==> config.mk <==
export PLATFORM = sky130hd
export DESIGN_NAME = bounded_array_list_engine_core
export DESIGN_NICKNAME = d
export VERILOG_FILES = /design/src/hdl/bale_pkg.sv /design/src/hdl/bale_seq.sv /design/src/hdl/bale_dp.sv /design/src/hdl/bounded_array_list_engine_core.sv
export SDC_FILE = /design/constraint.sdc
export NUM_CORES = 2
export LEC_CHECK = 0
export ABC_AREA = 0
export BUFFER_PORTS_ARGS = -buffer_cell sky130_fd_sc_hd__buf_2
export CAP_MARGIN = 5
export CELL_PAD_IN_SITES_DETAIL_PLACEMENT = 1
export CELL_PAD_IN_SITES_GLOBAL_PLACEMENT = 1
export CORE_MARGIN = 3
export CORE_UTILIZATION = 53
export DETAILED_ROUTE_END_ITERATION = 6
export PLACE_DENSITY_LB_ADDON = 0.1
export SLEW_MARGIN = 30
export SYNTH_ARGS = -nofsm -noshare
export SYNTH_HDL_FRONTEND = slang
export SYNTH_HIERARCHICAL = 1
export SYNTH_SLANG_ARGS = --single-unit
==> constraint.sdc <==
create_clock -name clock -period 17.4 [get_ports clock]
set_input_delay 5.22 -clock clock [delete_from_list [all_inputs] [get_ports clock]]
set_output_delay 5.22 -clock clock [all_outputs]
set_load 0.01 [all_outputs]
==> src/hdl/bale_pkg.sv <==
// Shared types and codes for the bounded array list engine.
// Used by bale_seq, bale_dp and bounded_array_list_engine_core; no dependencies.
package bale_pkg;

   localparam int CAPACITY_DEFAULT = 64;
   localparam int ID_W             = 32;
   localparam int AGE_W            = 8;
   localparam int ENTRY_W          = ID_W + AGE_W;
   localparam int UPC_W            = 5;

   typedef logic [UPC_W-1:0] upc_type;

   typedef enum logic [1:0] {
      OP_INS = 2'd0,
      OP_DEL = 2'd1,
      OP_LOC = 2'd2,
      OP_SRT = 2'd3
   } op_type;

   typedef enum logic [2:0] {
      ST_OK       = 3'd0,
      ST_BADPOS   = 3'd1,
      ST_EMPTY    = 3'd2,
      ST_FULL     = 3'd3,
      ST_NOTFOUND = 3'd4
   } status_type;

   // Datapath action selected by one control word.
   typedef enum logic [3:0] {
      ACT_NONE,
      ACT_ACCEPT,
      ACT_INS_INIT,
      ACT_SCAN_INIT,
      ACT_SCAN,
      ACT_IDX_CNT,
      ACT_PTR_CNT,
      ACT_SHIFT_UP,
      ACT_PLACE,
      ACT_DEL_INIT,
      ACT_SHIFT_DN,
      ACT_CNT_DEC,
      ACT_EMIT
   } act_type;

   // Jump condition of one control word.
   typedef enum logic [3:0] {
      C_NEVER,
      C_ALWAYS,
      C_DISPATCH,
      C_NO_REQ,
      C_INS_BAD,
      C_FULL,
      C_EMPTY,
      C_DEL_BAD,
      C_SCAN_BUSY,
      C_SHIFT_BUSY,
      C_FOUND,
      C_OUT_BUSY
   } cond_type;

   typedef struct packed {
      act_type    act;
      logic       st_set;
      status_type st;
      cond_type   cond;
      upc_type    tgt;
   } ucode_type;

   // Sequencer to datapath.
   typedef struct packed {
      act_type    act;
      logic       st_set;
      status_type st;
   } ctl_type;

   // Datapath to sequencer.
   typedef struct packed {
      logic   no_req;
      logic   ins_bad;
      logic   full;
      logic   empty;
      logic   del_bad;
      logic   scan_busy;
      logic   shift_busy;
      logic   found;
      logic   out_busy;
      op_type op;
   } flags_type;

endpackage

==> src/hdl/bale_seq.sv <==
// Microcode sequencer: control ROM, micro program counter and jump logic.
// Depends on bale_pkg.
module bale_seq (
   input  logic                clock,
   input  logic                reset,
   input  bale_pkg::flags_type flags,
   output bale_pkg::ctl_type   ctl
);
   import bale_pkg::*;

   localparam upc_type U_IDLE      = 5'd0;
   localparam upc_type U_DISP      = 5'd1;
   localparam upc_type U_INS       = 5'd2;
   localparam upc_type U_INS_FULL  = 5'd3;
   localparam upc_type U_INS_INIT  = 5'd4;
   localparam upc_type U_SRT       = 5'd5;
   localparam upc_type U_SRT_INIT  = 5'd6;
   localparam upc_type U_SRT_SCAN  = 5'd7;
   localparam upc_type U_SRT_TEST  = 5'd8;
   localparam upc_type U_SRT_END   = 5'd9;
   localparam upc_type U_SRT_PREP  = 5'd10;
   localparam upc_type U_SHUP      = 5'd11;
   localparam upc_type U_PLACE     = 5'd12;
   localparam upc_type U_DEL       = 5'd13;
   localparam upc_type U_DEL_BAD   = 5'd14;
   localparam upc_type U_DEL_INIT  = 5'd15;
   localparam upc_type U_SHDN      = 5'd16;
   localparam upc_type U_DEL_DONE  = 5'd17;
   localparam upc_type U_LOC       = 5'd18;
   localparam upc_type U_LOC_SCAN  = 5'd19;
   localparam upc_type U_LOC_TEST  = 5'd20;
   localparam upc_type U_LOC_MISS  = 5'd21;
   localparam upc_type U_LOC_HIT   = 5'd22;
   localparam upc_type U_BADPOS    = 5'd23;
   localparam upc_type U_FULL      = 5'd24;
   localparam upc_type U_EMPTY     = 5'd25;
   localparam upc_type U_RESP      = 5'd26;
   localparam upc_type U_EMIT      = 5'd27;

   function automatic ucode_type mk(input act_type a, input logic s, input status_type st,
                                    input cond_type c, input upc_type t);
      ucode_type w;
      w.act    = a;
      w.st_set = s;
      w.st     = st;
      w.cond   = c;
      w.tgt    = t;
      return w;
   endfunction

   function automatic ucode_type rom_word(input upc_type a);
      ucode_type w;
      unique case (a)
         U_IDLE:     w = mk(ACT_ACCEPT,    1'b0, ST_OK,       C_NO_REQ,     U_IDLE);
         U_DISP:     w = mk(ACT_NONE,      1'b0, ST_OK,       C_DISPATCH,   U_IDLE);
         U_INS:      w = mk(ACT_NONE,      1'b0, ST_OK,       C_INS_BAD,    U_BADPOS);
         U_INS_FULL: w = mk(ACT_NONE,      1'b0, ST_OK,       C_FULL,       U_FULL);
         U_INS_INIT: w = mk(ACT_INS_INIT,  1'b0, ST_OK,       C_ALWAYS,     U_SHUP);
         U_SRT:      w = mk(ACT_NONE,      1'b0, ST_OK,       C_FULL,       U_FULL);
         U_SRT_INIT: w = mk(ACT_SCAN_INIT, 1'b0, ST_OK,       C_NEVER,      U_IDLE);
         U_SRT_SCAN: w = mk(ACT_SCAN,      1'b0, ST_OK,       C_SCAN_BUSY,  U_SRT_SCAN);
         U_SRT_TEST: w = mk(ACT_NONE,      1'b0, ST_OK,       C_FOUND,      U_SRT_PREP);
         U_SRT_END:  w = mk(ACT_IDX_CNT,   1'b0, ST_OK,       C_NEVER,      U_IDLE);
         U_SRT_PREP: w = mk(ACT_PTR_CNT,   1'b0, ST_OK,       C_NEVER,      U_IDLE);
         U_SHUP:     w = mk(ACT_SHIFT_UP,  1'b0, ST_OK,       C_SHIFT_BUSY, U_SHUP);
         U_PLACE:    w = mk(ACT_PLACE,     1'b1, ST_OK,       C_ALWAYS,     U_RESP);
         U_DEL:      w = mk(ACT_NONE,      1'b0, ST_OK,       C_EMPTY,      U_EMPTY);
         U_DEL_BAD:  w = mk(ACT_NONE,      1'b0, ST_OK,       C_DEL_BAD,    U_BADPOS);
         U_DEL_INIT: w = mk(ACT_DEL_INIT,  1'b0, ST_OK,       C_NEVER,      U_IDLE);
         U_SHDN:     w = mk(ACT_SHIFT_DN,  1'b0, ST_OK,       C_SHIFT_BUSY, U_SHDN);
         U_DEL_DONE: w = mk(ACT_CNT_DEC,   1'b1, ST_OK,       C_ALWAYS,     U_RESP);
         U_LOC:      w = mk(ACT_SCAN_INIT, 1'b0, ST_OK,       C_NEVER,      U_IDLE);
         U_LOC_SCAN: w = mk(ACT_SCAN,      1'b0, ST_OK,       C_SCAN_BUSY,  U_LOC_SCAN);
         U_LOC_TEST: w = mk(ACT_NONE,      1'b0, ST_OK,       C_FOUND,      U_LOC_HIT);
         U_LOC_MISS: w = mk(ACT_NONE,      1'b1, ST_NOTFOUND, C_ALWAYS,     U_RESP);
         U_LOC_HIT:  w = mk(ACT_NONE,      1'b1, ST_OK,       C_ALWAYS,     U_RESP);
         U_BADPOS:   w = mk(ACT_NONE,      1'b1, ST_BADPOS,   C_ALWAYS,     U_RESP);
         U_FULL:     w = mk(ACT_NONE,      1'b1, ST_FULL,     C_ALWAYS,     U_RESP);
         U_EMPTY:    w = mk(ACT_NONE,      1'b1, ST_EMPTY,    C_ALWAYS,     U_RESP);
         U_RESP:     w = mk(ACT_NONE,      1'b0, ST_OK,       C_OUT_BUSY,   U_RESP);
         U_EMIT:     w = mk(ACT_EMIT,      1'b0, ST_OK,       C_ALWAYS,     U_IDLE);
         default:    w = mk(ACT_NONE,      1'b0, ST_OK,       C_ALWAYS,     U_IDLE);
      endcase
      return w;
   endfunction

   function automatic upc_type dispatch(input op_type op);
      upc_type t;
      unique case (op)
         OP_INS:  t = U_INS;
         OP_DEL:  t = U_DEL;
         OP_LOC:  t = U_LOC;
         OP_SRT:  t = U_SRT;
         default: t = U_IDLE;
      endcase
      return t;
   endfunction

   upc_type   upc_ff;
   upc_type   upc_in;
   ucode_type cw;
   logic      take;

   assign cw = rom_word(upc_ff);

   always_comb begin
      unique case (cw.cond)
         C_NEVER:      take = 1'b0;
         C_ALWAYS:     take = 1'b1;
         C_DISPATCH:   take = 1'b1;
         C_NO_REQ:     take = flags.no_req;
         C_INS_BAD:    take = flags.ins_bad;
         C_FULL:       take = flags.full;
         C_EMPTY:      take = flags.empty;
         C_DEL_BAD:    take = flags.del_bad;
         C_SCAN_BUSY:  take = flags.scan_busy;
         C_SHIFT_BUSY: take = flags.shift_busy;
         C_FOUND:      take = flags.found;
         C_OUT_BUSY:   take = flags.out_busy;
         default:      take = 1'b0;
      endcase
      if (cw.cond == C_DISPATCH) begin
         upc_in = dispatch(flags.op);
      end else if (take) begin
         upc_in = cw.tgt;
      end else begin
         upc_in = upc_ff + 1'b1;
      end
   end

   always_ff @(posedge clock) begin
      if (reset) begin
         upc_ff <= U_IDLE;
      end else begin
         upc_ff <= upc_in;
      end
   end

   assign ctl.act    = cw.act;
   assign ctl.st_set = cw.st_set;
   assign ctl.st     = cw.st;

endmodule

==> src/hdl/bale_dp.sv <==
// Datapath: request latch, entry memory with registered read, pointers,
// scan compare and result register. Depends on bale_pkg.
module bale_dp #(
   parameter int CAPACITY = bale_pkg::CAPACITY_DEFAULT
) (
   input  logic                       clock,
   input  logic                       reset,
   input  bale_pkg::ctl_type          ctl,
   output bale_pkg::flags_type        flags,
   input  logic                       req_valid,
   output logic                       req_stall,
   input  logic [1:0]                 req_op,
   input  logic [6:0]                 req_position,
   input  logic signed [31:0]         req_key_id,
   input  logic [7:0]                 req_age,
   output logic                       rsp_valid,
   input  logic                       rsp_stall,
   output logic [2:0]                 rsp_status,
   output logic [5:0]                 rsp_index,
   output logic [6:0]                 rsp_count
);
   import bale_pkg::*;

   localparam int AW = (CAPACITY > 1) ? $clog2(CAPACITY) : 1;
   localparam int CW = $clog2(CAPACITY + 1);
   localparam int XW = (CW > 7) ? CW : 7;
   localparam logic [CW-1:0] CAP_C = CW'(CAPACITY);

   logic [ENTRY_W-1:0]     mem_ff [CAPACITY];

   op_type                 op_ff;
   logic [6:0]             pos_ff;
   logic signed [ID_W-1:0] key_ff;
   logic [AGE_W-1:0]       age_ff;

   logic [CW-1:0]          cnt_ff, cnt_in;
   logic [CW-1:0]          ptr_ff, ptr_in;
   logic [CW-1:0]          idx_ff, idx_in;
   logic                   found_ff, found_in;
   status_type             status_ff, status_in;
   logic                   rd_vld_ff;
   logic [AW-1:0]          rd_idx_ff;
   logic [ENTRY_W-1:0]     rd_data_ff;

   logic                   rsp_valid_ff;
   status_type             rsp_status_ff;
   logic [5:0]             rsp_index_ff;
   logic [6:0]             rsp_count_ff;

   logic                   accept;
   logic                   rd_en;
   logic [AW-1:0]          rd_addr;
   logic                   wr_en;
   logic [AW-1:0]          wr_addr;
   logic [ENTRY_W-1:0]     wr_data;
   logic                   emit;
   logic                   hit;
   logic                   more_up;
   logic                   more_dn;
   logic [XW-1:0]          pos_x;
   logic [XW-1:0]          cnt_x;
   logic [XW-1:0]          idx_x;
   logic signed [ID_W-1:0] rd_id;

   assign accept    = (ctl.act == ACT_ACCEPT) && req_valid;
   assign req_stall = (ctl.act != ACT_ACCEPT);

   assign pos_x   = XW'(pos_ff);
   assign cnt_x   = XW'(cnt_ff);
   assign idx_x   = XW'(idx_ff);
   assign rd_id   = rd_data_ff[ENTRY_W-1 -: ID_W];
   assign more_up = ptr_ff > idx_ff;
   assign more_dn = ptr_ff < cnt_ff;

   // Sorted insert stops at the first id not below the key; locate at an equal id.
   assign hit = rd_vld_ff && ((op_ff == OP_SRT) ? (rd_id >= key_ff) : (rd_id == key_ff));

   always_comb begin
      ptr_in    = ptr_ff;
      cnt_in    = cnt_ff;
      idx_in    = idx_ff;
      found_in  = found_ff;
      status_in = status_ff;
      rd_en     = 1'b0;
      rd_addr   = ptr_ff[AW-1:0];
      wr_en     = 1'b0;
      wr_addr   = rd_idx_ff;
      wr_data   = rd_data_ff;
      emit      = 1'b0;
      unique case (ctl.act)
         ACT_INS_INIT: begin
            idx_in = pos_x[CW-1:0];
            ptr_in = cnt_ff;
         end
         ACT_SCAN_INIT: begin
            ptr_in   = '0;
            found_in = 1'b0;
         end
         ACT_SCAN: begin
            found_in = hit;
            if (hit) begin
               idx_in = CW'(rd_idx_ff);
            end else if (more_dn) begin
               rd_en  = 1'b1;
               ptr_in = ptr_ff + 1'b1;
            end
         end
         ACT_IDX_CNT: idx_in = cnt_ff;
         ACT_PTR_CNT: ptr_in = cnt_ff;
         ACT_SHIFT_UP: begin
            // read entry ptr-1 and write the beat read last cycle one slot higher
            if (more_up) begin
               rd_en   = 1'b1;
               rd_addr = AW'(ptr_ff - 1'b1);
               ptr_in  = ptr_ff - 1'b1;
            end
            if (rd_vld_ff) begin
               wr_en   = 1'b1;
               wr_addr = AW'(rd_idx_ff + 1'b1);
            end
         end
         ACT_PLACE: begin
            wr_en   = 1'b1;
            wr_addr = idx_ff[AW-1:0];
            wr_data = {key_ff, age_ff};
            cnt_in  = cnt_ff + 1'b1;
         end
         ACT_DEL_INIT: begin
            ptr_in = pos_x[CW-1:0] + 1'b1;
            idx_in = '0;
         end
         ACT_SHIFT_DN: begin
            if (more_dn) begin
               rd_en  = 1'b1;
               ptr_in = ptr_ff + 1'b1;
            end
            if (rd_vld_ff) begin
               wr_en   = 1'b1;
               wr_addr = AW'(rd_idx_ff - 1'b1);
            end
         end
         ACT_CNT_DEC: cnt_in = cnt_ff - 1'b1;
         ACT_EMIT:    emit = 1'b1;
         default: ;
      endcase
      if (ctl.st_set) begin
         status_in = ctl.st;
         if (ctl.st != ST_OK) begin
            idx_in = '0;
         end
      end
   end

   always_ff @(posedge clock) begin
      if (wr_en) begin
         mem_ff[wr_addr] <= wr_data;
      end
      if (rd_en) begin
         rd_data_ff <= mem_ff[rd_addr];
         rd_idx_ff  <= rd_addr;
      end
   end

   always_ff @(posedge clock) begin
      if (accept) begin
         op_ff  <= op_type'(req_op);
         pos_ff <= req_position;
         key_ff <= req_key_id;
         age_ff <= req_age;
      end
      ptr_ff    <= ptr_in;
      idx_ff    <= idx_in;
      found_ff  <= found_in;
      status_ff <= status_in;
      if (emit) begin
         rsp_status_ff <= status_ff;
         rsp_index_ff  <= idx_x[5:0];
         rsp_count_ff  <= cnt_x[6:0];
      end
   end

   always_ff @(posedge clock) begin
      if (reset) begin
         cnt_ff       <= '0;
         rd_vld_ff    <= 1'b0;
         rsp_valid_ff <= 1'b0;
      end else begin
         cnt_ff    <= cnt_in;
         rd_vld_ff <= rd_en;
         if (emit) begin
            rsp_valid_ff <= 1'b1;
         end else if (!rsp_stall) begin
            rsp_valid_ff <= 1'b0;
         end
      end
   end

   assign rsp_valid  = rsp_valid_ff;
   assign rsp_status = rsp_status_ff;
   assign rsp_index  = rsp_index_ff;
   assign rsp_count  = rsp_count_ff;

   assign flags.no_req     = !req_valid;
   assign flags.ins_bad    = pos_x > cnt_x;
   assign flags.full       = (cnt_ff == CAP_C);
   assign flags.empty      = (cnt_ff == '0);
   assign flags.del_bad    = pos_x >= cnt_x;
   assign flags.scan_busy  = !hit && (more_dn || rd_vld_ff);
   assign flags.shift_busy = rd_vld_ff || ((ctl.act == ACT_SHIFT_UP) ? more_up : more_dn);
   assign flags.found      = found_ff;
   assign flags.out_busy   = rsp_valid_ff && rsp_stall;
   assign flags.op         = op_ff;

   assert property (@(posedge clock) disable iff (reset) cnt_ff <= CAP_C)
      else $error("entry count above capacity");

   assert property (@(posedge clock) disable iff (reset)
      (ctl.act == ACT_PLACE) |-> (cnt_ff < CAP_C))
      else $error("record placed into a full list");

   assert property (@(posedge clock) disable iff (reset)
      !((ctl.act == ACT_PLACE) || (ctl.act == ACT_CNT_DEC)) |=> $stable(cnt_ff))
      else $error("entry count moved outside place or delete");

   assert property (@(posedge clock) disable iff (reset)
      (ctl.act == ACT_ACCEPT) |-> !rd_vld_ff)
      else $error("memory read still in flight while taking a request");

endmodule

==> src/hdl/bounded_array_list_engine_core.sv <==
// Bounded ordered list of (id, age) records held in one simple dual-port
// memory and run by a small microcoded sequencer. One request is handled at a
// time; a finished result sits in the output register while the next request
// is taken. A locate or the search of a sorted insert walks the list up to the
// hit or to its end, an insert moves the entry at the target and every entry
// above it up by one and a delete moves every entry above the target down by
// one; a result is held back while the one before it still waits on rsp_stall.
// The memory's one read and one write per cycle set the walk to one entry a
// cycle. Entries are never cleared; only entries below the count are read.
module bounded_array_list_engine_core #(
   parameter int CAPACITY = bale_pkg::CAPACITY_DEFAULT
) (
   input  logic               clock,
   input  logic               reset,
   input  logic               req_valid,
   output logic               req_stall,
   input  logic [1:0]         req_op,
   input  logic [6:0]         req_position,
   input  logic signed [31:0] req_key_id,
   input  logic [7:0]         req_age,
   output logic               rsp_valid,
   input  logic               rsp_stall,
   output logic [2:0]         rsp_status,
   output logic [5:0]         rsp_index,
   output logic [6:0]         rsp_count
);
   import bale_pkg::*;

   ctl_type   ctl;
   flags_type flags;

   bale_seq u_seq (
      .clock (clock),
      .reset (reset),
      .flags (flags),
      .ctl   (ctl)
   );

   bale_dp #(
      .CAPACITY (CAPACITY)
   ) u_dp (
      .clock        (clock),
      .reset        (reset),
      .ctl          (ctl),
      .flags        (flags),
      .req_valid    (req_valid),
      .req_stall    (req_stall),
      .req_op       (req_op),
      .req_position (req_position),
      .req_key_id   (req_key_id),
      .req_age      (req_age),
      .rsp_valid    (rsp_valid),
      .rsp_stall    (rsp_stall),
      .rsp_status   (rsp_status),
      .rsp_index    (rsp_index),
      .rsp_count    (rsp_count)
   );

endmodule
### Word-level counts from Yosys, hierarchy flattened

Memories as Yosys holds them, arrays and structs flattened. A register that Yosys moved wholly into a read port is not among the register bits.
Cells that the tools add are included.

| word-level totals | value |
|---|---|
| RAM bits | 2560 |
| logic and storage cells | 115 |
| register bits | 103 |
| memories kept | 2 |
| memory bits (read-only) | 544 |
| input bits | 53 |
| output and inout bits | 18 |

Memory list:

| name | words | width | rd ports | clocked after Yosys merged registers in | write ports | line | RTL |
|---|---|---|---|---|---|---|---|
| u_dp.mem_ff | 64 | 40 | 1 | 1 | 1 | bale_dp.sv:29 | `logic [ENTRY_W-1:0] mem_ff [CAPACITY];` |
| (no name shown) | 32 | 17 | 1 | 1 | 0 | bale_seq.sv:53 | `unique case (a)` |

| operators by class | value |
|---|---|
| reductions and logical operators | 18 |
| add/subtract/negate cells | 8 |
| mux-type cells | 34 |
| magnitude comparators | 5 |
| equality and inequality tests | 32 |

Operators with widths:

| operator | count |
|---|---|
| 7-bit two-way mux | 6 |
| 7-bit one-hot mux with 6 select lines | 1 |
| 40-bit two-way mux | 1 |
| 4-bit == test, second input constant | 9 |
| 32-bit == test | 1 |
| 4-bit by 3-bit == test with 1-bit output, second input constant | 8 |
| 32-bit greater-or-equal comparator | 1 |
| 7-bit one-hot mux with 4 select lines | 1 |
| 6-bit two-way mux | 4 |
| 7-bit by 1-bit adder with 7-bit output, second input constant | 3 |
| 5-bit one-hot mux with 4 select lines | 1 |
| 6-bit one-hot mux with 3 select lines | 1 |
| 4-bit by 2-bit == test with 1-bit output, second input constant | 4 |
| 5-bit two-way mux | 3 |
| 7-bit greater-than comparator | 2 |
| 7-bit one-hot mux with 2 select lines | 1 |
| 7-bit by 1-bit subtractor with 7-bit output, second input constant | 2 |
| 1-bit two-way mux | 11 |
| 1-bit one-hot mux with 10 select lines | 1 |
| 4-bit by 1-bit == test with 1-bit output, second input constant | 2 |
| 7-bit == test, second input constant | 1 |
| 7-bit greater-or-equal comparator | 1 |
| 7-bit logical NOT | 1 |
| 7-bit less-than comparator | 1 |
| 19 further kinds | 30 |

### Depth between registers and ports, before layout

| logic depth | value |
|---|---|
| word-level depth | 9 |
| mapped depth | 27 |
| depth with buffers taken out | 23 |

### Hierarchy

Netlist, hierarchy kept.

Modules (own cells, without submodules):

| module | sequential area each (sq um) | cells an instance | area each (sq um) | times used |
|---|---|---|---|---|
| bale_dp | 65002.3 | 6231 | 91044.8 | 1 |
| bale_seq | 440.4 | 199 | 1669.1 | 1 |

### Worst setup path after synthesis

Ideal clock, no wire load.

| path | value |
|---|---|
| path type | in2reg |
| start | input req_valid |
| end | register, netlist name u_seq/cw[5] |
| arrival time | 7.783 ns |
| path buffers | 1 |
| stages | 13 |
| library setup time | 0.139 ns |
| path slack | 9.479 ns |
| required time | 17.261 ns |
| path through | inv_1 nand3b_1 a222oi_1 a21oi_2 o221a_2 nor2_1 nor2_1 inv_1 ha_1 clkbuf_1 nor2b_1 a2111oi_0 a211oi_1 |

| between the ends | value |
|---|---|
| longest elaborated chain between the ends | 5 |

RTL lines:

| element | line | RTL |
|---|---|---|
| from (decl) | bounded_array_list_engine_core.sv:15 | `input logic req_valid,` |
| 1-bit logical NOT | bale_dp.sv:203 | `assign flags.no_req = !req_valid;` |
| 1-bit one-hot mux with 10 select lines | bale_seq.sv:107 | `unique case (cw.cond)` |
| 5-bit two-way mux | bale_seq.sv:124 | `end else if (take) begin` |
| 5-bit two-way mux | bale_seq.sv:122 | `if (cw.cond == C_DISPATCH) begin` |
| 5-bit two-way mux (no source line) | n/a |  |

No other way between the ends.
A chain may end at the register's enable or synchronous reset.

==> flow_metrics.py <==
metrics = {
    "outcome": {
        "status": "complete, no violations",
    },
    "worst_setup_path": {
        "critical_path.startpoint": "req_valid",
        "crit_arrival_ps": 8540,
        "crit_type": "in -> reg",
        "crit_required_ps": 18080,
        "critPathCaptureType": "flip-flop",
        "regToRegEndpoint": "u_dp/rd_data_ff[20]",
        "reg2reg_depth": 15,
        "path_max_fanout": 9,
        "critPathLaunchType": "primary input",
        "endpoint": "u_seq/cw[5]",
        "reg2reg_from": "u_dp/ptr_ff[0]",
        "reg2reg_slack_ps": 10030,
    },
    "global_route": {
        "antenna_found_initial": 16,
        "grt_max_degree": 119,
        "grt_overflow": 0,
        "grt_pass1_wl_um": 473000,
        "grt_util_all_layers_pct": 36.7,
        "grt_pass1_vias": 65500,
    },
    "clock_tree": {
        "cts_hold_buf": 0,
        "cts.htree.levels": 4,
        "clkTransAtPathRegs_ps": 60,
        "cts_tree": "built",
        "ctsRootBufferMaster": "clkbuf_16",
        "clkSinkCount": 2192,
        "clockBufferDepth": 3,
        "post_cts_buffers": 0,
        "cts_buffers": 220,
        "insertion_delay_ps": 890,
        "cts_resized": 0,
    },
    "routing": {
        "drt_drc_violations_left": 0,
        "routed_wl_um": 335000,
        "dr.pass1.iters": 7,
        "via_per_inst": 7.15,
        "drt-initial-drc-count": 9065,
        "vias": 64200,
        "wire_per_inst_um": 37.3,
        "ant_nets": 0,
    },
    "sta": {
        "rsz0062_at_grt": "no",
        "slew_violations": 0,
        "final-hold-violation-count": 0,
        "relSlewSlack_pct": 21.9,
        "setup_tns_ps": 0,
        "tightestPinTransition_ps": 1160,
        "fmax_mhz": 127,
        "finalSetupViolCount": 0,
        "layout_setup_ws_ps": 9540,
        "finClkSkew_ps": 61.0,
        "period_share_pct": 45.2,
        "finalCriticalPeriod_ps": 7860,
    },
    "placed_design": {
        "gp_congestion": 0.940,
        "placed_area_um2": 97000,
        "port_buffers": 62,
        "dpl.hpwl_um": 188000,
        "place_ws_ps": 8460,
    },
    "synth": {
        "synthMuxAreaShare_pct": 5.73,
        "synth_top_family_by_area": "compound AO/OA/AOI/OAI gates",
        "syn-num-nets": 6554,
        "synthCells": 6430,
        "synth_area_um2": 92700,
        "synth_seq_cells": 2192,
        "yosysUniqueCellTypes": 97,
        "yosysWarnings": 6,
        "synth_compound_area_share_pct": 13.4,
        "synth.avg_cell_area_um2": 14.4,
        "synthArstFlopShare_pct": 0,
        "synthSimpleGateAreaFrac_pct": 6.39,
        "synth_xor_area_share_pct": 0.281,
        "synth_ff_type": "edfxtp_1",
        "synthAdderAreaFrac_pct": 0.966,
        "ys_seq_area_share_pct": 70.6,
        "synth_edf_count": 2154,
    },
    "cells_and_area": {
        "mostFrequentLayoutCells": "edfxtp_1 (2154), nand2_1 (714), mux2i_1 (463), a21oi_1 (441), a221oi_1 (281)",
        "syn_to_final_growth_pct": 12.3,
        "multi_input_area_um2": 26000,
        "nets": 6593,
        "seq_area_um2": 65400,
        "design_area_um2": 104000,
        "nFillCells": 16000,
        "mostFrequentLayoutCell": "edfxtp_1",
        "drive_above_1_share_pct": 12.6,
    },
    "power_and_ir_drop": {
        "p_leak_nw": 34.1,
        "p_total_mw": 17.9,
        "irDropWorstVdd_mv": 0.169,
        "p_per_area_nw_per_um2": 172,
    },
    "worst_hold_path": {
        "min_from": "u_dp/status_ff[2]",
        "hold_class": "reg -> reg",
    },
    "die": {
        "die-area_um2": 180000,
        "initial_core_util_pct": 53.7,
        "die_x_um": 424,
        "die_h_um": 424,
        "core_area_um2": 173000,
        "rows": 152,
        "io_pins": 71,
    },
    "flow_run": {
        "maxCapViolations": 0,
    },
}
worst min path at each step:
stage,endpoint,slack (ps),cells after the start
2_1_floorplan,u_dp/rsp_status[0],400,0
3_3_place_gp,u_dp/rsp_status[0],410,0
3_5_place_dp,u_dp/rsp_status[2],410,0
4_1_cts,u_dp/rsp_status[2],420,0
5_1_grt,u_dp/rsp_status[2],440,0
6_report,u_dp/rsp_status[2],430,0
report_power, final:
group	internal, mW	switching, mW	total (mW)
Sequential	6.18	0.0959	6.28
Clock	2.58	2.09	4.67
Combinational	1.94	5.01	6.95
Total	10.7	7.20	17.9
cell type report:
class | instances | share of cell area [%]
sequential | 2192 | 62.8
multi-input combinational | 3683 | 25.0
clock buffer | 276 | 5.52
tap | 2310 | 2.78
timing repair buffer | 294 | 2.27
clock inverter | 135 | 1.26
inverter | 78 | 0.298
antenna | 10 | 0.0240
kinds of logic after synthesis:
kind of cell,after synthesis
AND/OR/NAND/NOR,1329
AO/OA/AOI/OAI,1746
multiplexers,509
XOR/XNOR,28
buffers and inverters,555
adder cells (fa/ha/maj),71
flip-flops,2192
per-stage QoR:
step / util [%] / hold WS [ps] / std cells
global placement: 56.1 / 407 / 8550
global route: 60.3 / 437 / 8968
floorplan: - / 400 / 6430
finish: 60.3 / 427 / 8978
CTS: 60.2 / 420 / 8964
detailed placement: 56.1 / 406 / 8553
synthesized netlist by cell type, types with 15 or more instances:
cell | number | area [um2]
edfxtp_1 | 2154 | 64700
nand2_1 | 718 | 2700
mux2i_1 | 464 | 4640
a21oi_1 | 447 | 2240
a221oi_1 | 281 | 2460
clkbuf_1 | 227 | 852
nor2_1 | 190 | 713
o22ai_1 | 171 | 1070
buf_2 | 147 | 736
o21ai_0 | 135 | 676
a211oi_1 | 114 | 856
a22oi_1 | 93 | 698
nand3_1 | 92 | 460
nor3_1 | 81 | 405
ha_1 | 70 | 876
inv_1 | 70 | 263
buf_1 | 66 | 248
nor2b_1 | 66 | 413
nor4_1 | 66 | 413
o221ai_1 | 58 | 508
a222oi_1 | 57 | 571
a2111oi_0 | 38 | 333
a32oi_1 | 38 | 333
dfxtp_1 | 38 | 761
a221o_1 | 32 | 320
a31oi_1 | 32 | 200
o211ai_1 | 32 | 240
buf_4 | 31 | 233
a22o_1 | 30 | 263
a21o_1 | 29 | 218
mux2_2 | 27 | 304
or4_1 | 24 | 180
a211o_1 | 18 | 158
nand4_1 | 17 | 106
xor2_1 | 15 | 131
routing by layer:
metal	global-route usage, %	share of wire (%)	up-vias
li1	-	-	25900
met1	47.7	37	33100
met2	56.7	45	4255
met3	9.81	12	870
met4	19.9	6.1	10
met5	0	0.020	-
critical path, stage by stage:
cell       delay (ps)
buf_2              80
inv_1             130
nand3b_1          220
a222oi_1          400
clkbuf_2          260
a21oi_2           120
o221a_2           330
nor2_1            350
nor2_1            140
inv_1             140
ha_1              360
nor2b_1           200
a2111oi_0         500
a211oi_1           90
sequential cells by signal, indices dropped and copies added, names as in the netlist, 6 cells and up:
name / cells
u_dp/cnt_ff: 7
u_dp/rd_data_ff: 32
u_dp/rd_idx_ff: 6
u_dp/idx_ff: 7
u_seq/cw: 17
u_dp/ptr_ff: 7
u_dp/rsp_index: 6
u_dp/key_ff: 32
u_dp/pos_ff: 7
u_dp/mem_ff: 2048
u_dp/rsp_count: 7
No activity file was read; power rests on OpenSTA's default activity.
